[src/rtl/lpg_pkg.sv]
// Package with the payload types, mode codes and pattern functions of the LED pattern generator.
package lpg_pkg;

   localparam int LED_NUM_DEFAULT = 2;
   localparam int LED_NUM_MAX     = 8;

   localparam logic       KIND_TICK = 1'b0;
   localparam logic       KIND_SET  = 1'b1;

   localparam logic [2:0] MODE_OFF     = 3'd0;
   localparam logic [2:0] MODE_ON      = 3'd1;
   localparam logic [2:0] MODE_SLOW    = 3'd2;
   localparam logic [2:0] MODE_FAST    = 3'd3;
   localparam logic [2:0] MODE_BREATHE = 3'd4;

   localparam logic [9:0] FULL_LEVEL  = 10'd1000;
   localparam logic [6:0] SLOW_LAST   = 7'd99;
   localparam logic [6:0] SLOW_LIT    = 7'd50;
   localparam logic [4:0] FAST_LAST   = 5'd23;
   localparam logic [4:0] FAST_LIT    = 5'd12;
   localparam logic [1:0] BREATHE_SUB = 2'd3;
   localparam logic [5:0] BREATHE_END = 6'd49;

   typedef struct packed {
      logic       kind;
      logic [2:0] led_index;
      logic [2:0] mode;
   } lpg_req_type;

   typedef struct packed {
      logic [2:0] led_number;
      logic [9:0] level;
      logic [2:0] current_mode;
      logic       last;
   } lpg_rsp_type;

   // Per LED state: the mode and the phase split into the position within each pattern.
   typedef struct packed {
      logic [2:0] mode;
      logic [6:0] slow_pos;
      logic [4:0] fast_pos;
      logic [1:0] sub_pos;
      logic [5:0] breathe_pos;
   } lpg_state_type;

   typedef struct packed {
      logic       load;
      logic [2:0] mode;
   } lpg_set_type;

   function automatic logic [9:0] breathe_level(input logic [5:0] idx);
      logic [9:0] v;
      case (idx)
         6'd0:  v = 10'd0;    6'd1:  v = 10'd63;   6'd2:  v = 10'd125;  6'd3:  v = 10'd187;
         6'd4:  v = 10'd249;  6'd5:  v = 10'd309;  6'd6:  v = 10'd368;  6'd7:  v = 10'd426;
         6'd8:  v = 10'd482;  6'd9:  v = 10'd536;  6'd10: v = 10'd588;  6'd11: v = 10'd637;
         6'd12: v = 10'd685;  6'd13: v = 10'd729;  6'd14: v = 10'd771;  6'd15: v = 10'd809;
         6'd16: v = 10'd844;  6'd17: v = 10'd876;  6'd18: v = 10'd905;  6'd19: v = 10'd930;
         6'd20: v = 10'd951;  6'd21: v = 10'd969;  6'd22: v = 10'd982;  6'd23: v = 10'd992;
         6'd24: v = 10'd998;  6'd25: v = 10'd1000; 6'd26: v = 10'd998;  6'd27: v = 10'd992;
         6'd28: v = 10'd982;  6'd29: v = 10'd969;  6'd30: v = 10'd951;  6'd31: v = 10'd930;
         6'd32: v = 10'd905;  6'd33: v = 10'd876;  6'd34: v = 10'd844;  6'd35: v = 10'd809;
         6'd36: v = 10'd771;  6'd37: v = 10'd729;  6'd38: v = 10'd685;  6'd39: v = 10'd637;
         6'd40: v = 10'd588;  6'd41: v = 10'd536;  6'd42: v = 10'd482;  6'd43: v = 10'd426;
         6'd44: v = 10'd368;  6'd45: v = 10'd309;  6'd46: v = 10'd249;  6'd47: v = 10'd187;
         6'd48: v = 10'd125;  6'd49: v = 10'd63;
         default: v = 10'd0;
      endcase
      return v;
   endfunction

   function automatic logic [9:0] level_of(input lpg_state_type s);
      logic [9:0] v;
      case (s.mode)
         MODE_OFF:     v = 10'd0;
         MODE_ON:      v = FULL_LEVEL;
         MODE_SLOW:    v = (s.slow_pos < SLOW_LIT) ? FULL_LEVEL : 10'd0;
         MODE_FAST:    v = (s.fast_pos < FAST_LIT) ? FULL_LEVEL : 10'd0;
         MODE_BREATHE: v = breathe_level(s.breathe_pos);
         default:      v = 10'd0;
      endcase
      return v;
   endfunction

   function automatic lpg_state_type advance(input lpg_state_type s);
      lpg_state_type n;
      n = s;
      n.slow_pos = (s.slow_pos == SLOW_LAST) ? 7'd0 : s.slow_pos + 7'd1;
      n.fast_pos = (s.fast_pos == FAST_LAST) ? 5'd0 : s.fast_pos + 5'd1;
      n.sub_pos  = s.sub_pos + 2'd1;
      if (s.sub_pos == BREATHE_SUB) begin
         n.breathe_pos = (s.breathe_pos == BREATHE_END) ? 6'd0 : s.breathe_pos + 6'd1;
      end
      return n;
   endfunction

endpackage

[src/rtl/lpg_cell.sv]
// One LED cell of the rotating state ring: holds mode and pattern positions.
module lpg_cell import lpg_pkg::*; (
   input  logic          clock,
   input  logic          reset,
   input  lpg_set_type   set,
   input  logic          shift,
   input  lpg_state_type shift_data,
   output lpg_state_type state
);

   lpg_state_type state_ff;
   lpg_state_type state_in;

   always_comb begin
      state_in = state_ff;
      if (set.load) begin
         state_in      = '0;
         state_in.mode = set.mode;
      end else if (shift) begin
         state_in = shift_data;
      end
   end

   always_ff @(posedge clock) begin
      if (reset) begin
         state_ff <= '0;
      end else begin
         state_ff <= state_in;
      end
   end

   assign state = state_ff;

endmodule

[src/rtl/led_pattern_generator_top.sv]
// Top level of the LED pattern generator: request decode, cell ring, output register.
//
//   channel  direction  handshake          payload
//   req      in         req_valid/stall    lpg_req_type (kind, led_index, mode)
//   rsp      out        rsp_valid/stall    lpg_rsp_type (led_number, level, mode, last)
//   csr      in         csr_valid/ready    pwm_capable_mask, 8 bits
//
// A set transaction loads one cell's mode and clears its phases. A tick is accepted, then
// the cell ring rotates one place per LED, emitting one result for each LED.
// Reset clears all modes and phases to zero and sets the mask to all ones.
// A stall on rsp holds the ring in place; req stays stalled until a tick's last LED result is emitted.
module led_pattern_generator_top import lpg_pkg::*; #(
   parameter int LED_NUM = LED_NUM_DEFAULT
) (
   input  logic        clock,
   input  logic        reset,
   input  logic        req_valid,
   output logic        req_stall,
   input  lpg_req_type req,
   output logic        rsp_valid,
   input  logic        rsp_stall,
   output lpg_rsp_type rsp,
   input  logic        csr_valid,
   output logic        csr_ready,
   input  logic [7:0]  csr_data
);

   localparam int CNT_W = (LED_NUM > 1) ? $clog2(LED_NUM) : 1;
   localparam logic [CNT_W-1:0] CNT_LAST = CNT_W'(LED_NUM - 1);

   logic [7:0]       mask_ff;
   logic             busy_ff, busy_in;
   logic [CNT_W-1:0] cnt_ff, cnt_in;
   logic             rsp_valid_ff, rsp_valid_in;
   lpg_rsp_type      rsp_ff, rsp_in;

   logic             req_take;
   logic             step;
   logic             step_last;
   logic [2:0]       set_mode;
   lpg_state_type    cell_state [LED_NUM];

   assign req_stall = busy_ff;
   assign req_take  = req_valid && !busy_ff;
   assign step      = busy_ff && (!rsp_valid_ff || !rsp_stall);
   assign step_last = step && (cnt_ff == CNT_LAST);
   assign csr_ready = 1'b1;

   assign set_mode = (req.mode == MODE_BREATHE && !mask_ff[req.led_index]) ? MODE_ON : req.mode;

   for (genvar k = 0; k < LED_NUM; k++) begin : g_cell
      lpg_set_type   cell_set;
      lpg_state_type cell_next;

      assign cell_set.load = req_take && (req.kind == KIND_SET) && (req.led_index == 3'(k));
      assign cell_set.mode = set_mode;

      if (k == LED_NUM - 1) begin : g_tail
         assign cell_next = advance(cell_state[0]);
      end else begin : g_body
         assign cell_next = cell_state[k+1];
      end

      lpg_cell u_cell (
         .clock      (clock),
         .reset      (reset),
         .set        (cell_set),
         .shift      (step),
         .shift_data (cell_next),
         .state      (cell_state[k])
      );
   end

   always_comb begin
      busy_in = busy_ff;
      cnt_in  = cnt_ff;
      if (req_take && req.kind == KIND_TICK) begin
         busy_in = 1'b1;
         cnt_in  = '0;
      end else if (step) begin
         cnt_in = step_last ? '0 : cnt_ff + 1'b1;
         if (step_last) begin
            busy_in = 1'b0;
         end
      end

      rsp_valid_in = step ? 1'b1 : (rsp_valid_ff && rsp_stall);
      rsp_in       = rsp_ff;
      if (step) begin
         rsp_in.led_number   = 3'(cnt_ff);
         rsp_in.level        = level_of(cell_state[0]);
         rsp_in.current_mode = cell_state[0].mode;
         rsp_in.last         = (cnt_ff == CNT_LAST);
      end
   end

   always_ff @(posedge clock) begin
      if (reset) begin
         mask_ff      <= 8'hFF;
         busy_ff      <= 1'b0;
         cnt_ff       <= '0;
         rsp_valid_ff <= 1'b0;
      end else begin
         if (csr_valid && csr_ready) begin
            mask_ff <= csr_data;
         end
         busy_ff      <= busy_in;
         cnt_ff       <= cnt_in;
         rsp_valid_ff <= rsp_valid_in;
      end
      rsp_ff <= rsp_in;
   end

   assign rsp_valid = rsp_valid_ff;
   assign rsp       = rsp_ff;

   a_tick_starts: assert property (@(posedge clock) disable iff (reset)
      req_take && req.kind == KIND_TICK |=> busy_ff && cnt_ff == '0)
      else $error("Accepted tick did not start the LED sweep.");

   a_last_ends: assert property (@(posedge clock) disable iff (reset)
      step_last |=> !busy_ff && rsp_valid_ff && rsp_ff.last)
      else $error("Final LED of a tick did not end the sweep.");

   a_last_number: assert property (@(posedge clock) disable iff (reset)
      rsp_valid_ff && rsp_ff.last |-> rsp_ff.led_number == 3'(LED_NUM - 1))
      else $error("Last flag on a result that is not the final LED.");

   a_idle_count: assert property (@(posedge clock) disable iff (reset)
      !busy_ff |-> cnt_ff == '0)
      else $error("LED counter is not zero while idle.");

endmodule
[config.mk]
export PLATFORM = sky130hd
export DESIGN_NAME = led_pattern_generator_top
export DESIGN_NICKNAME = d
export VERILOG_FILES = /design/src/rtl/lpg_pkg.sv /design/src/rtl/lpg_cell.sv /design/src/rtl/led_pattern_generator_top.sv
export SDC_FILE = /design/constraint.sdc
export NUM_CORES = 1
export LEC_CHECK = 0
export BUFFER_PORTS_ARGS = -buffer_cell sky130_fd_sc_hd__buf_2
export CAP_MARGIN = 10
export CORE_UTILIZATION = 59
export CTS_CLUSTER_DIAMETER = 40
export DETAILED_ROUTE_END_ITERATION = 10
export HOLD_SLACK_MARGIN = 0.06
export PLACE_DENSITY = 0.86
export RECOVER_POWER = 50
export SLEW_MARGIN = 20
export SYNTH_ARGS = -nofsm -noshare
export SYNTH_HDL_FRONTEND = slang
export SYNTH_HIERARCHICAL = 1
export SYNTH_SLANG_ARGS = --single-unit
export TNS_END_PERCENT = 100
[constraint.sdc]
create_clock -name clock -period 3 [get_ports clock]
set_input_delay 0.45 -clock clock [delete_from_list [all_inputs] [get_ports clock]]
set_output_delay 0.45 -clock clock [all_outputs]
set_load 0.1 [all_outputs]
==> metrics.cfg <==
[pwr]
comb_power_share=0.111
power_density_nw_per_um2=461
p_int_mw=1.46
leakage_nw=1.63
sw_frac_of_total=0.275
p_clk_frac=0.388
seqPwrFrac=0.502
switchingPower_uw=553
ir_drop_mv=0.405

[hold_path]
whs_endpoint=mask_ff[2]
hp-start=csr_data[2]
hp-class=input pin to flip-flop
whs_path_depth=2

[route]
wl_mm=8.86
dr_total_vias=3266
first_pass_iters=5
drc=0
drt-initial-drc-count=364
via_per_inst=6.07
wire_per_inst_um=16.5
final_antenna_net_count=0

[die]
io_pins=40
start_util=0.607
dieHeight_um=85.4
row_count=30
die_w_um=85.4
core_um2=6760
die-area_um2=7290

[synth]
ys_warn_count=6
synthCells=436
synth_edf_count=14
synth_cell_types=54
synth_area_per_cell_um2=9.41
ys.flop_type=dfxtp_1
netlist_area_um2=4100
synth-seq-area-share=0.381
postSynth.asyncResetShare=0
synth_seq_cells=71

[setup_path]
crit_start=g_cell[0].u_cell/state[0]
end_kind=flip-flop
cp_max_fo=17
r2r_cells=6
cp_cell_sequence=inv_1, ha_1, nor2b_1, a211oi_1, a311oi_1, o311a_1
rr_startpoint=g_cell[0].u_cell/state[0]
crit_path_top_delay_cell=dfxtp_1
critPathKind=flip-flop to flip-flop
startpoint_type=flip-flop
reg2reg_slack_ps=500
cp.required_ps=3100
worst_path_largest_cell_delay_ps=680
worstReg2RegEnd=rsp[6]
crit_arrival_ps=2600

[placed_design]
placed_cell_area_um2=4180
gp_congestion=0.937
port_buffers=36
place_hpwl_mm=5.92

[final_layout]
fillers=552
drive_gt1_frac=0.124
fin_area_um2=4370
antenna_cells=0
area_growth_pct=6.59
regArea_um2=1560
fin_nets=490
multi_input_area_um2=2240

[cts]
cts_buffers=9
hold_buffers=0
cts_tree=done
clockBufferDepth=2
clk_pin_slew_ps=80
cts_resized=0
root_buffer=clkbuf_8
clkLatencyLatePin_ps=350
cts_setup_buffers=0
cts_htree_levels=3
cts.sinks=71

[sta]
whs_ps=305
drv_slew=0
fin_crit_sh=0.834
rsz0062_at_grt=no
tns_ps=0
min_period_ps=2500
finalSetupViolCount=0
relSlewSlack=0.220
max_freq_mhz=400
hold_viol=0
worst_slew_pin_slew_ps=1180
skew_ps=6.35

[grt]
grt-ovfl-total=0
grt_usage=0.257
antenna_found_initial=0
grt_pass1_vias=3103
grt_pass1_wl_mm=14.7
grt_max_degree=63

[job]
maxCapViolations=0

[outcome]
status=finished, final reports clean

[Yosys cell counts (2+ instances only)]
cell | instances | area share
buf_8 | 4 | 0.015
o31ai_1 | 5 | 0.0092
buf_4 | 7 | 0.013
a21oi_1 | 11 | 0.013
buf_6 | 6 | 0.016
nor2_1 | 54 | 0.049
o41ai_1 | 2 | 0.0043
a311oi_1 | 3 | 0.0064
buf_2 | 10 | 0.012
nand2_1 | 21 | 0.019
a32oi_1 | 2 | 0.0043
nand3_1 | 11 | 0.013
nor4b_1 | 2 | 0.0043
nor3b_1 | 6 | 0.011
o311ai_0 | 4 | 0.0085
conb_1 | 2 | 0.0018
dfxtp_1 | 57 | 0.28
mux4_2 | 2 | 0.011
nor2b_1 | 23 | 0.035
a31oi_1 | 5 | 0.0076
o22ai_1 | 3 | 0.0046
inv_1 | 11 | 0.010
nand2b_1 | 9 | 0.014
nor4_1 | 3 | 0.0046
clkbuf_1 | 9 | 0.0082
edfxtp_1 | 14 | 0.10
o21ai_0 | 14 | 0.017
o21a_1 | 3 | 0.0055
o211ai_1 | 3 | 0.0055
a211oi_1 | 13 | 0.024
mux2i_1 | 49 | 0.12
and2_1 | 3 | 0.0046
xor2_1 | 2 | 0.0043
or2_4 | 2 | 0.0043
a211o_1 | 10 | 0.021
a21o_1 | 3 | 0.0055
nor3_1 | 6 | 0.0073
xnor2_1 | 4 | 0.0085
a2111oi_0 | 2 | 0.0043
or3_1 | 3 | 0.0046
ha_1 | 17 | 0.052
o311a_1 | 3 | 0.0073
a21boi_0 | 2 | 0.0037
[per-layer routing]
layer | vias to the layer above | global-route usage | share of wire
li1 | 1592 | - | -
met1 | 1537 | 0.328 | 0.44
met2 | 112 | 0.426 | 0.48
met3 | 25 | 0.0632 | 0.051
met4 | 0 | 0.0909 | 0.022
met5 | - | 0 | 0
[layout by cell type, fill, tap and decap left out, types with 4 or more instances in the layout]
cell type | netlist | routed
nor2b_1 | 23 | 23
nor2_1 | 54 | 54
dfxtp_1 | 57 | 57
inv_1 | 11 | 11
o31ai_1 | 5 | 5
mux2i_1 | 49 | 49
nor3b_1 | 6 | 6
nand2b_1 | 9 | 9
buf_4 | 7 | 4
o21ai_0 | 14 | 14
a21oi_1 | 11 | 11
clkbuf_1 | 9 | 8
nor3_1 | 6 | 6
xnor2_1 | 4 | 4
a211oi_1 | 13 | 13
buf_2 | 10 | 28
nand2_1 | 21 | 21
clkbuf_8 | 0 | 11
ha_1 | 17 | 17
nand3_1 | 11 | 11
a31oi_1 | 5 | 5
a211o_1 | 10 | 10
edfxtp_1 | 14 | 14
o311ai_0 | 4 | 4
[cells by family after synthesis]
logic type | Yosys count | share of synthesized area
compound gates | 93 | 0.162
mux | 51 | 0.131
xor+xnor | 6 | 0.0128
fa+ha+maj | 17 | 0.0518
flops | 71 | 0.381
other cells | 2 | 0.00183
simple gates | 149 | 0.186
buf+inv | 47 | 0.0744
[sequential cells by signal, summed over array words and instances (netlist names)]
register             count
cnt_ff                   1
g_cell.u_cell/state     46
mask_ff                  8
req_stall                1
rsp                     14
rsp_valid                1
[power by group through the flow]
| stage | Sequential (mW) | Clock [mW] | Combinational, mW |
|---|---|---|---|
| CTS | 1.01 | 0.796 | 0.227 |
| detailed placement | 1.03 | 0 | 0.227 |
| global route | 1.01 | 0.842 | 0.236 |
| floorplan | 1.10 | 0 | 0.138 |
| global placement | 1.03 | 0 | 0.223 |
| finish | 1.01 | 0.781 | 0.223 |
[how the worst max path moves through the flow]
stage | cells past startpoint | slack (ps) | to
after global routing | 6 | 370 | rsp[6]
final | 6 | 500 | rsp[6]
after floorplan | 5 | 180 | g_cell[0].u_cell/state[1]
after CTS | 6 | 570 | rsp[6]
after global placement | 6 | 720 | rsp[6]
after detailed placement | 6 | 580 | rsp[6]
[through the flow]
| step | utilization | power [mW] | setup WS [ps] | cells |
|---|---|---|---|---|
| floorplan | - | 1.23 | 185 | 437 |
| global placement | 0.619 | 1.25 | 720 | 522 |
| detailed placement | 0.619 | 1.26 | 583 | 522 |
| CTS | 0.650 | 2.03 | 569 | 538 |
| global route | 0.647 | 2.09 | 365 | 538 |
| finish | 0.647 | 2.01 | 499 | 538 |
[critical path: cells and delay by family (launching register included)]
kind / cells / cell delay, ps
AOI/OAI and AO/OA: 3 / 670
buffers and inverters: 1 / 240
and+or+nand+nor: 1 / 200
DFF: 1 / 680
adders and majority gates: 1 / 460
[cell type report]
| cell class | count | share of cell area |
|---|---|---|
| clock buffer | 12 | 0.0403 |
| clock inverter | 4 | 0.00773 |
| timing repair buffer | 41 | 0.0504 |
| inverter | 11 | 0.00944 |
| tap | 80 | 0.0229 |
| sequential | 71 | 0.357 |
| multi-input combinational | 319 | 0.512 |
No activity file was read; power rests on OpenSTA's default activity.
